$ cat src/rle_pkg.sv
// Shared types and constants for the ring leader election node.
package rle_pkg;

    localparam int ID_BITS     = 16;
    localparam int ORIGIN_BITS = 6;
    localparam int QUEUE_DEPTH = 4;
    localparam int QPTR_BITS   = $clog2(QUEUE_DEPTH);
    localparam int CFG_BITS    = ID_BITS;

    localparam logic CFG_NODE_RANK = 1'b0;
    localparam logic CFG_OWN_ID    = 1'b1;

    localparam logic REQ_START = 1'b0;
    localparam logic REQ_MSG   = 1'b1;

    localparam logic KIND_NEW_ID = 1'b0;
    localparam logic KIND_LEADER = 1'b1;

    typedef enum logic [1:0] {
        OP_START,
        OP_NEW_ID,
        OP_LEADER
    } op_t;

    typedef struct packed {
        logic                   req_type;
        logic                   msg_kind;
        logic [ID_BITS-1:0]     msg_id;
        logic [ORIGIN_BITS-1:0] msg_origin;
    } in_t;

    typedef struct packed {
        logic                   send_valid;
        logic                   send_kind;
        logic [ID_BITS-1:0]     send_id;
        logic [ORIGIN_BITS-1:0] send_origin;
        logic                   finished;
        logic [ID_BITS-1:0]     leader_value;
    } out_t;

    typedef struct packed {
        op_t                    op;
        logic [ID_BITS-1:0]     msg_id;
        logic [ORIGIN_BITS-1:0] msg_origin;
    } cmd_t;

endpackage

$ cat src/rle_front.sv
// Front end: request intake and decode into queue commands.
module rle_front
    import rle_pkg::*;
(
    input  logic in_valid,
    output logic in_stall,
    input  in_t  in_data,
    input  logic q_full,
    output logic push,
    output cmd_t push_cmd
);

    always_comb
    begin
        push_cmd.msg_id     = in_data.msg_id;
        push_cmd.msg_origin = in_data.msg_origin;
        if (in_data.req_type == REQ_START)
        begin
            push_cmd.op = OP_START;
        end
        else if (in_data.msg_kind == KIND_LEADER)
        begin
            push_cmd.op = OP_LEADER;
        end
        else
        begin
            push_cmd.op = OP_NEW_ID;
        end
    end

    assign in_stall = q_full;
    assign push     = in_valid && !q_full;

endmodule

$ cat src/rle_queue.sv
// Small command queue between front end and back end.
module rle_queue
    import rle_pkg::*;
(
    input  logic clk,
    input  logic rst_n,
    input  logic push,
    input  cmd_t push_cmd,
    output logic full,
    input  logic pop,
    output logic not_empty,
    output cmd_t pop_cmd
);

    cmd_t                 entry_reg [QUEUE_DEPTH];
    logic [QPTR_BITS-1:0] wr_ptr_reg;
    logic [QPTR_BITS-1:0] wr_ptr_next;
    logic [QPTR_BITS-1:0] rd_ptr_reg;
    logic [QPTR_BITS-1:0] rd_ptr_next;
    logic [QPTR_BITS:0]   count_reg;
    logic [QPTR_BITS:0]   count_next;
    logic                 do_push;
    logic                 do_pop;

    assign full      = (count_reg == (QPTR_BITS+1)'(QUEUE_DEPTH));
    assign not_empty = (count_reg != '0);
    assign do_push   = push && !full;
    assign do_pop    = pop && not_empty;
    assign pop_cmd   = entry_reg[rd_ptr_reg];

    always_comb
    begin
        wr_ptr_next = do_push ? wr_ptr_reg + 1'b1 : wr_ptr_reg;
        rd_ptr_next = do_pop ? rd_ptr_reg + 1'b1 : rd_ptr_reg;
        count_next  = count_reg;
        if (do_push && !do_pop)
        begin
            count_next = count_reg + 1'b1;
        end
        else if (do_pop && !do_push)
        begin
            count_next = count_reg - 1'b1;
        end
    end

    always_ff @(posedge clk or negedge rst_n)
    begin
        if (!rst_n)
        begin
            wr_ptr_reg <= '0;
            rd_ptr_reg <= '0;
            count_reg  <= '0;
        end
        else
        begin
            wr_ptr_reg <= wr_ptr_next;
            rd_ptr_reg <= rd_ptr_next;
            count_reg  <= count_next;
        end
    end

    always_ff @(posedge clk)
    begin
        if (do_push)
        begin
            entry_reg[wr_ptr_reg] <= push_cmd;
        end
    end

endmodule

$ cat src/rle_back.sv
// Back end: election state, configuration registers and result register.
module rle_back
    import rle_pkg::*;
(
    input  logic                clk,
    input  logic                rst_n,
    input  logic                cfg_we,
    input  logic                cfg_index,
    input  logic [CFG_BITS-1:0] cfg_data,
    input  logic                cmd_ready,
    input  cmd_t                cmd,
    output logic                cmd_pop,
    output logic                out_valid,
    input  logic                out_stall,
    output out_t                out_data
);

    logic [ORIGIN_BITS-1:0] node_rank_reg;
    logic [ID_BITS-1:0]     own_id_reg;

    logic [ID_BITS-1:0] active_id_reg;
    logic [ID_BITS-1:0] active_id_next;
    logic [ID_BITS-1:0] held_first_reg;
    logic [ID_BITS-1:0] held_first_next;
    logic               held_valid_reg;
    logic               held_valid_next;
    logic               relay_reg;
    logic               relay_next;
    logic               done_reg;
    logic               done_next;
    logic [ID_BITS-1:0] leader_reg;
    logic [ID_BITS-1:0] leader_next;

    logic               out_valid_reg;
    logic               out_valid_next;
    out_t               out_data_reg;
    out_t               result;
    logic [ID_BITS-1:0] top_id;

    assign cmd_pop   = cmd_ready && (!out_valid_reg || !out_stall);
    assign out_valid = out_valid_reg;
    assign out_data  = out_data_reg;
    assign top_id    = (active_id_reg > cmd.msg_id) ? active_id_reg : cmd.msg_id;

    always_comb
    begin
        active_id_next  = active_id_reg;
        held_first_next = held_first_reg;
        held_valid_next = held_valid_reg;
        relay_next      = relay_reg;
        done_next       = done_reg;
        leader_next     = leader_reg;
        result          = '0;
        case (cmd.op)
            OP_START:
            begin
                active_id_next     = own_id_reg;
                held_first_next    = '0;
                held_valid_next    = 1'b0;
                relay_next         = 1'b0;
                done_next          = 1'b0;
                leader_next        = '0;
                result.send_valid  = 1'b1;
                result.send_kind   = KIND_NEW_ID;
                result.send_id     = own_id_reg;
            end
            OP_NEW_ID:
            begin
                if (!done_reg)
                begin
                    if (relay_reg)
                    begin
                        result.send_valid  = 1'b1;
                        result.send_kind   = KIND_NEW_ID;
                        result.send_id     = cmd.msg_id;
                        result.send_origin = cmd.msg_origin;
                    end
                    else if (!held_valid_reg)
                    begin
                        held_first_next   = cmd.msg_id;
                        held_valid_next   = 1'b1;
                        result.send_valid = 1'b1;
                        if (cmd.msg_id == active_id_reg)
                        begin
                            result.send_kind   = KIND_LEADER;
                            result.send_id     = active_id_reg;
                            result.send_origin = node_rank_reg;
                        end
                        else
                        begin
                            result.send_kind   = KIND_NEW_ID;
                            result.send_id     = cmd.msg_id;
                            result.send_origin = cmd.msg_origin;
                        end
                    end
                    else if (held_first_reg > top_id)
                    begin
                        active_id_next     = held_first_reg;
                        held_valid_next    = 1'b0;
                        held_first_next    = '0;
                        result.send_valid  = 1'b1;
                        result.send_kind   = KIND_NEW_ID;
                        result.send_id     = held_first_reg;
                        result.send_origin = cmd.msg_origin;
                    end
                    else
                    begin
                        relay_next = 1'b1;
                    end
                end
            end
            OP_LEADER:
            begin
                if (!done_reg)
                begin
                    leader_next = cmd.msg_id;
                    done_next   = 1'b1;
                    if (cmd.msg_origin != node_rank_reg)
                    begin
                        result.send_valid  = 1'b1;
                        result.send_kind   = KIND_LEADER;
                        result.send_id     = cmd.msg_id;
                        result.send_origin = cmd.msg_origin;
                    end
                end
            end
            default:
            begin
                result = '0;
            end
        endcase
        result.finished     = done_next;
        result.leader_value = leader_next;

        out_valid_next = out_valid_reg;
        if (cmd_pop)
        begin
            out_valid_next = 1'b1;
        end
        else if (!out_stall)
        begin
            out_valid_next = 1'b0;
        end
    end

    always_ff @(posedge clk or negedge rst_n)
    begin
        if (!rst_n)
        begin
            node_rank_reg  <= '0;
            own_id_reg     <= '0;
            active_id_reg  <= '0;
            held_first_reg <= '0;
            held_valid_reg <= 1'b0;
            relay_reg      <= 1'b0;
            done_reg       <= 1'b0;
            leader_reg     <= '0;
            out_valid_reg  <= 1'b0;
        end
        else
        begin
            if (cfg_we && cfg_index == CFG_NODE_RANK)
            begin
                node_rank_reg <= cfg_data[ORIGIN_BITS-1:0];
            end
            if (cfg_we && cfg_index == CFG_OWN_ID)
            begin
                own_id_reg <= cfg_data[ID_BITS-1:0];
            end
            if (cmd_pop)
            begin
                active_id_reg  <= active_id_next;
                held_first_reg <= held_first_next;
                held_valid_reg <= held_valid_next;
                relay_reg      <= relay_next;
                done_reg       <= done_next;
                leader_reg     <= leader_next;
            end
            out_valid_reg <= out_valid_next;
        end
    end

    always_ff @(posedge clk)
    begin
        if (cmd_pop)
        begin
            out_data_reg <= result;
        end
    end

endmodule

$ cat src/ring_leader_election_node.sv
// Top level of one ring leader election node.
//
//   channel   direction  handshake            payload
//   in        request    in_valid/in_stall    in_data  (in_t)
//   out       result     out_valid/out_stall  out_data (out_t)
//   cfg       write      cfg_we               cfg_index, cfg_data
//
// One request per cycle sustained while out_stall is low; each request yields one result.
// Each request is decoded into a 4-entry queue, then one state update writes
// the result register. The state update is a registered loop in the
// back end, which sets the 1 request per cycle figure.
// Reset clears the queue, election state and configuration; no clearing pass.
// out_stall holds the result register; the queue absorbs up to 4 requests
// before in_stall rises.
module ring_leader_election_node
    import rle_pkg::*;
(
    input  logic                clk,
    input  logic                rst_n,
    input  logic                in_valid,
    output logic                in_stall,
    input  in_t                 in_data,
    output logic                out_valid,
    input  logic                out_stall,
    output out_t                out_data,
    input  logic                cfg_we,
    input  logic                cfg_index,
    input  logic [CFG_BITS-1:0] cfg_data
);

    logic      q_push;
    cmd_t      push_cmd;
    cmd_t      pop_cmd;
    logic      q_full;
    logic      q_not_empty;
    logic      q_pop;

    rle_front u_front (
        .in_valid (in_valid),
        .in_stall (in_stall),
        .in_data  (in_data),
        .q_full   (q_full),
        .push     (q_push),
        .push_cmd (push_cmd)
    );

    rle_queue u_queue (
        .clk       (clk),
        .rst_n     (rst_n),
        .push      (q_push),
        .push_cmd  (push_cmd),
        .full      (q_full),
        .pop       (q_pop),
        .not_empty (q_not_empty),
        .pop_cmd   (pop_cmd)
    );

    rle_back u_back (
        .clk       (clk),
        .rst_n     (rst_n),
        .cfg_we    (cfg_we),
        .cfg_index (cfg_index),
        .cfg_data  (cfg_data),
        .cmd_ready (q_not_empty),
        .cmd       (pop_cmd),
        .cmd_pop   (q_pop),
        .out_valid (out_valid),
        .out_stall (out_stall),
        .out_data  (out_data)
    );

endmodule

$ cat config.mk
export PLATFORM = sky130hd
export DESIGN_NAME = ring_leader_election_node
export DESIGN_NICKNAME = d
export VERILOG_FILES = /design/src/rle_pkg.sv /design/src/rle_front.sv /design/src/rle_queue.sv /design/src/rle_back.sv /design/src/ring_leader_election_node.sv
export SDC_FILE = /design/constraint.sdc
export NUM_CORES = 1
export LEC_CHECK = 0
export BUFFER_PORTS_ARGS = -buffer_cell sky130_fd_sc_hd__buf_2
export CAP_MARGIN = 15
export CORE_MARGIN = 2
export CORE_UTILIZATION = 59
export CTS_CLUSTER_DIAMETER = 150
export DETAILED_ROUTE_END_ITERATION = 16
export PLACE_DENSITY = 0.85
export SKIP_LAST_GASP = 1
export SLEW_MARGIN = 30
export SYNTH_ARGS = -nofsm -noshare
export SYNTH_HDL_FRONTEND = slang
export SYNTH_HIERARCHICAL = 1
export SYNTH_SLANG_ARGS = --single-unit
$ cat constraint.sdc
create_clock -name clk -period 5.3 [get_ports clk]
set_clock_uncertainty 0.15 [all_clocks]
set_input_delay 0.53 -clock clk [delete_from_list [all_inputs] [get_ports clk]]
set_output_delay 0.53 -clock clk [all_outputs]
set_load 0.03 [all_outputs]
==> impl_results.md, run 1 <==
* Top-area cell type share of the netlist area at 0.392
* MaxCap Viol Count at 0
* Total GRT Usage at 0.258
* CP max stage delay at 600 ps
* Number of global-route vias before repair at 6786
* Port bufs at 88
* Min cycle time layout at 5080 ps
* RR Startpoint: u_queue/rd_ptr_reg[0]
* Critical Path Slowest Stage Cell: a2111oi_0
* Synth Warn # at 6
* Initial core utilization at 0.605
* Synthesized instance count at 739
* H-tree levels at 1
* First-pass GRT wire length at 37.2 mm
* Netlist Area Pre-Place at 0.0105 mm2
* Initial antenna violation count at 0
* Area leader, netlist: edfxtp_1
* DP Cell Count at 1016
* Number of fill cells at 1137
* Worst Path Buf+Inv at 5
* Yosys reg bits at 218
* Crit Path Max Fanout at 23
* DIE HEIGHT at 137 um
* Worst path depth at 19
* DRT Wirelength at 23.9 mm
* Post-route setup slack at 218 ps
* Area grow syn2layout at 13.9%
* Startpoint Class: register
* Fin cells at 1069
* Max-slew headroom at 0.336
* Layout cells sized above 1 at 0.302
* GRT Residual Overflow at 0
* Largest register FFs at 96
* CP delay by family, top: compound AO/OA/AOI/OAI gates
* Mean Syn Cell Area at 14.2 um2
* Boundary Pins at 89
* Ant. Diodes at 0
* Register-to-register setup slack at 220 ps
* Top FF cell, synth: edfxtp_1
* Final worst path period share at 0.959
* Setup crit end kind: register
* EDFF count, synth at 137
* Outcome: finished clean
* Clk slew on worst S/H paths at 60 ps
* CTS root buf: clkbuf_16
* Most frequent CP cell: buf_12
* Hold Slack at 86.1 ps
* Die area at 0.0189 mm2
* Synth top area cells: edfxtp_1, dfrtp_1, ha_1, mux2_2, mux4_2
* Placer Congestion at 0.946
* Final setup fails at 0
* DP HPWL at 16.3 mm
* Die width at 137 um
* Hold depth at 1
* WS Path Type: reg -> reg
* Worst hold endpoint: u_queue/entry_reg[0][6]
* Lkg Pwr at 4.82 nW
* Worst slew pin tran at 994 ps
* Worst Path Required at 5480 ps
* Hold path start: in_data[6]
* Count of final hold-check violations at 0
* Via count at 6887
* Largest net degree at the start of global routing at 47
* Final ANT Viol Nets at 0
* Clock Sinks at 218
* Num rows at 48
* F_max at 197 MHz
* Synth cell types at 61
* Final core utilization at 0.689
* TritonCTS Buffers at 22
* Peak VDD IR at 0.462 mV
* Commonest cells in the netlist: edfxtp_1, dfrtp_1, a31oi_1, ha_1, mux2_2
* DRT Pass-1 Iters at 5
* Vias per cell at 6.44
* Most instantiated library cell after synthesis: edfxtp_1
* Sequential-to-total area share from yosys stat at 0.585
* Hold Crit Class: in -> reg
* CTS tree: built
* Power Density at 714 mW/mm2
* Syn_nets at 827
* Worst R2R Path Depth at 19
* Post-place setup slack at -22.8 ps
* Async SR Flop Fraction at 0.372
* Slew Viols, Final at 0
* Nets at 916
* Clk_lat worst skew at 510 ps
* Critical path, cell by cell: buf_12 -> mux4_2 -> inv_1 -> ha_1 -> a2111oi_0 -> a2111oi_2 -> o21ai_1 -> a21boi_2 -> buf_12 -> mux2_2 -> ha_1 -> nor2b_1 -> o211ai_1 -> a2111o_1 -> a311oi_4 -> buf_4 -> buf_12 -> a31oi_1 -> o211ai_1
* DRC at 0
* Initial detailed-routing violation count at 510
* Routed WL per cell at 22.4 um
* Crit path DAT at 5260 ps
* R2R Path End: u_back/out_data[35]
* Placeable Area at 0.0174 mm2
* Max Root-Sink Buffers at 3
[cells in the final DEF (no fill, tap or decap), types with 30 or more instances in the layout]
master,synthesis,final
mux2i_1,33,33
nand2_1,30,30
dfrtp_1,81,81
mux2_2,41,41
ha_1,41,41
buf_4,24,34
a31oi_1,44,44
inv_1,35,35
edfxtp_1,137,137
a21oi_1,34,33
buf_2,11,87
a22o_1,31,31
[kinds of logic (layout without fill, tap and decap cells)]
kind of cell,count (synthesis),count (layout),share of synthesized area
DFF,218,218,0.585
AOI/OAI and AO/OA,183,183,0.126
muxes,99,99,0.131
buffers and inverters,97,202,0.0513
and+or+nand+nor,88,88,0.0465
adders and majority gates,42,42,0.0508
xor gates and xnor gates,12,12,0.0100
[through the flow]
stage          setup TNS [ps]  area (um2)  total power [mW]
2_1_floorplan               0       10500              5.63
3_3_place_gp                0       11100              6.59
3_5_place_dp            -23.2       11100              6.80
4_1_cts                     0       11900              8.42
5_1_grt                 -96.0       12000              8.99
6_report                    0       12000              8.53
[final cells by class]
type	instances	area [um2]	share of cell area
well taps	225	282	0.0236
inverters	35	131	0.0110
multi-input cells	424	3850	0.323
repair buffers	127	801	0.0670
flip-flops and latches	218	6140	0.514
clock inverters	10	109	0.00911
clock buffers	30	632	0.0529
[what timing repair did]
action | in CTS | in global routing
setup buffers | 2 | 10
endpoints found under the hold margin | 35 | 0
pin swaps | 1 | 4
resized for setup | 0 | 6
endpoints found under the setup margin | 3 | 21
hold buffers | 1 | 0
[report_power, final]
group | switching (mW) | internal (mW)
clock network | 0.631 | 0.936
registers | 0.344 | 2.45
logic | 2.52 | 1.65
[per-layer routing]
metal	vias to the layer above	global-route usage	wire, um
met4	0	0.0819	555
li1	3047	-	-
met5	-	0	0
met2	356	0.406	11400
met3	60	0.0364	1840
met1	3424	0.378	10100
[worst max-delay path by stage]
stage	from	end	slack, ps
2_1_floorplan	u_queue/rd_ptr_reg[0]	u_back/out_data[24]	600
3_3_place_gp	u_queue/rd_ptr_reg[0]	u_back/out_data[34]	150
3_5_place_dp	u_queue/rd_ptr_reg[0]	u_back/out_data[38]	-20
4_1_cts	u_queue/rd_ptr_reg[0]	u_back/out_data[38]	90
5_1_grt	u_queue/rd_ptr_reg[0]	u_back/out_data[38]	-50
6_report	u_queue/rd_ptr_reg[0]	u_back/out_data[35]	220
Power figures use the tool's default switching activity.
==> run 2: changes to the inputs <==
--- a/config.mk
+++ b/config.mk
@@ -16,5 +16,4 @@
 export SLEW_MARGIN = 30
 export SYNTH_ARGS = -nofsm -noshare
 export SYNTH_HDL_FRONTEND = slang
-export SYNTH_HIERARCHICAL = 1
 export SYNTH_SLANG_ARGS = --single-unit
==> run 2 against run 1 <==
  * Cell area is 4.0% higher
  * Critical path depth is 2 higher
  * Clock power increased by 3%
  * Utilization grew 3.2 points
  * Global-route usage increased by 1.6 points
  * Register-to-register slack lost 110 ps
  * Via count increased by 11%
  * Largest power group unchanged
==> impl_results.md, run 2 <==
* Outcome: finished clean
* Multiplexer share of the synthesized area at 0.0960 (-0.0346)
* Crit path DAT at 5380 ps (+120 ps)
* Vias per cell at 6.28 (-2.5%)
* Total GRT Usage at 0.274 (+0.0156)
* Synth Area in Simple Gates at 0.0903 (+0.0438)
* Largest net degree at the start of global routing at 82 (+74%)
* Register-to-register setup slack at 110 ps (-110 ps)
* Final worst path period share at 0.979 (+0.0202)
* Nets at 1062 (+16%)
* WS Path Type: reg -> reg
* Top-area cell type share of the netlist area at 0.396 (+0.00444)
* DRT Wirelength at 25.2 mm (+5.3%)
* Synth Area in Adders at 0.0514 (+0.000576)
* Sequential-to-total area share from yosys stat at 0.592 (+0.00663)
* Max-slew headroom at 0.234 (-0.102)
* Routed WL per cell at 20.8 um (-7.2%)
* Area grow syn2layout at 19.8%
* Hold path start: out_stall
* Critical path, cell by cell: buf_8 -> buf_4 -> mux2_2 -> nor2_1 -> a21oi_2 -> inv_1 -> ha_1 -> nand4_1 -> or4_4 -> o31ai_4 -> buf_6 -> mux2_2 -> ha_1 -> inv_1 -> a21oi_1 -> o21a_1 -> o2111a_2 -> nor4_4 -> buf_4 -> nand3_2 -> a21oi_2
* Netlist Area Pre-Place at 0.0104 mm2 (-1.1%)
* Final ANT Viol Nets at 0 (unchanged)
* Most common cell after layout, fill and taps aside: edfxtp_1
* Commonest cells in the netlist: edfxtp_1, nand2_1, dfrtp_1, a21oi_1, mux2i_1
* Hold Crit Class: in -> reg
* Die width at 137 um (-0.55%)
* Initial antenna violation count at 0 (unchanged)
* EDFF count, synth at 137 (unchanged)
* CP delay by family, top: simple AND/OR/NAND/NOR gates
* Compound-Gate Fraction of Synth Area at 0.129 (+0.00323)
* Num rows at 48 (unchanged)
* Async SR Flop Fraction at 0.372 (unchanged)
* First-pass GRT wire length at 39.6 mm (+6.6%)
* Critical path launch point: u_queue.rd_ptr_reg[1]
* Synth Warn # at 0 (-6)
* Critical Path Slowest Stage Cell: or4_4
* Clk slew on worst S/H paths at 60 ps (about the same)
* Commonest non-fill, non-tap cells in the layout: edfxtp_1, nand2_1, buf_2
* R2R Path End: u_back.out_data[34]
* DRT Pass-1 Iters at 6 (+1)
* Layout cells sized above 1 at 0.288 (-0.0137)
* F_max at 193 MHz (-2.1%)
* Largest register FFs at 96 (unchanged)
* DP HPWL at 16.6 mm (+2.0%)
* Crit Path Max Fanout at 15 (-35%)
* Synth cell types at 58 (-4.9%)
* Initial core utilization at 0.602 (-0.00261)
* Top FF cell, synth: edfxtp_1
* Xor and xnor area share after synthesis at 0.0101 (+0.000114)
* Clk_lat worst skew at 510 ps (about the same)
* Mean Syn Cell Area at 12.4 um2 (-13%)
* Count of final hold-check violations at 0 (unchanged)
* Clock Sinks at 218 (unchanged)
* CTS tree: built
* Lkg Pwr at 5.13 nW (+6.5%)
* DIE HEIGHT at 137 um (-0.55%)
* Syn_nets at 925 (+12%)
* Port bufs at 88 (unchanged)
* Min cycle time layout at 5190 ps (+107 ps)
* Via count at 7619 (+11%)
* TritonCTS Buffers at 23 (+4.5%)
* Synth top area cells: edfxtp_1, dfrtp_1, ha_1, mux2_2, mux2i_1
* Yosys reg bits at 218 (unchanged)
* Setup crit end kind: register
* CP max stage delay at 630 ps (+30 ps)
* Hold depth at 3 (+2)
* Initial detailed-routing violation count at 949 (+86%)
* Worst Path Buf+Inv at 6 (+1)
* Peak VDD IR at 0.389 mV (-16%)
* Power Density at 734 mW/mm2 (+2.8%)
* Die area at 0.0187 mm2 (-1.1%)
* Worst Path Required at 5490 ps (about the same)
* Setup TNS at 0 ps (unchanged)
* Worst R2R Path Depth at 21 (+2)
* DRC at 0 (unchanged)
* Area leader, netlist: edfxtp_1
* Boundary Pins at 89 (unchanged)
* RSZ-0062 raised after global routing: true
* Worst slew pin tran at 1150 ps (+155 ps)
* GRT Residual Overflow at 0 (unchanged)
* Placer Congestion at 0.954 (+0.80%)
* Final core utilization at 0.721 (+0.0325)
* RR Startpoint: u_queue.rd_ptr_reg[1]
* Synthesized instance count at 837 (+13%)
* CTS root buf: clkbuf_16
* Number of global-route vias before repair at 7506 (+11%)
* Placeable Area at 0.0172 mm2 (-0.69%)
* Hold Slack at 77.7 ps (-8.39 ps)
* MaxCap Viol Count at 0 (unchanged)
* Design Power at 9.12 mW (+6.8%)
* Max Root-Sink Buffers at 3 (unchanged)
* Final setup fails at 0 (unchanged)
* Ant. Diodes at 0 (unchanged)
* Most instantiated library cell after synthesis: edfxtp_1
* Startpoint Class: register
* H-tree levels at 1 (unchanged)
* Worst hold endpoint: u_back.out_valid
* Largest family of logic cells by synthesized area: compound AO/OA/AOI/OAI gates
* Slew Viols, Final at 0 (unchanged)
run 2: worst max-delay path by stage:
stage | to | slack [ps] | cells after the start
after floorplan | u_back.out_data[30] | 100 | 25
after global placement | u_back.active_id_reg[10] | -190 | 21
after detailed placement | u_back.active_id_reg[9] | -130 | 22
after CTS | u_back.held_first_reg[14] | 30 | 22
after global routing | u_back.out_data[21] | -30 | 21
final | u_back.out_data[34] | 110 | 21
run 2: tightest hold or removal path, delay by kind of cell:
family / cells / cell delay (ps)
buf+inv: 1 / 90
simple gates: 2 / 100
run 2: layout make-up:
| cell class | instances | area, um2 |
|---|---|---|
| flip-flops and latches | 218 | 6150 |
| fillers | 1098 | 4810 |
| multi-input cells | 542 | 4120 |
| repair buffers | 158 | 1010 |
| clock buffers | 29 | 618 |
| well taps | 225 | 282 |
| clock inverters | 10 | 140 |
| inverters | 31 | 116 |
run 2: metal layers:
layer / track usage / wire (um)
met5: 0 / 0
met4: 0.107 / 756
met3: 0.0415 / 2200
met2: 0.433 / 12000
met1: 0.386 / 10300
run 2: kinds of logic after synthesis:
family          Yosys count
compound gates          195
simple gates            204
mux                      89
fa+ha+maj                42
xor+xnor                 12
flops                   218
buf+inv                  77
run 2: stage by stage:
| step | cell area, um2 | std cells | setup WS [ps] |
|---|---|---|---|
| floorplan | 10400 | 837 | 99.1 |
| global placement | 11400 | 1163 | -185 |
| detailed placement | 11400 | 1164 | -125 |
| CTS | 12200 | 1207 | 30.3 |
| global route | 12400 | 1213 | -25.6 |
| finish | 12400 | 1213 | 111 |
run 2: repair_timing:
| item | 4_1_cts | 5_1_grt |
|---|---|---|
| setup endpoints to repair | 48 | 56 |
| pin swaps | 1 | 16 |
| hold endpoints to repair | 81 | 0 |
| hold buffers | 1 | 0 |
| setup buffers | 3 | 5 |
| cloned | 0 | 1 |
| gates resized for setup | 2 | 46 |
run 2: power by group:
part	internal, mW	switching, mW	total, mW
combinational	1.89	2.77	4.65
clock	0.972	0.642	1.61
sequential	2.46	0.384	2.85
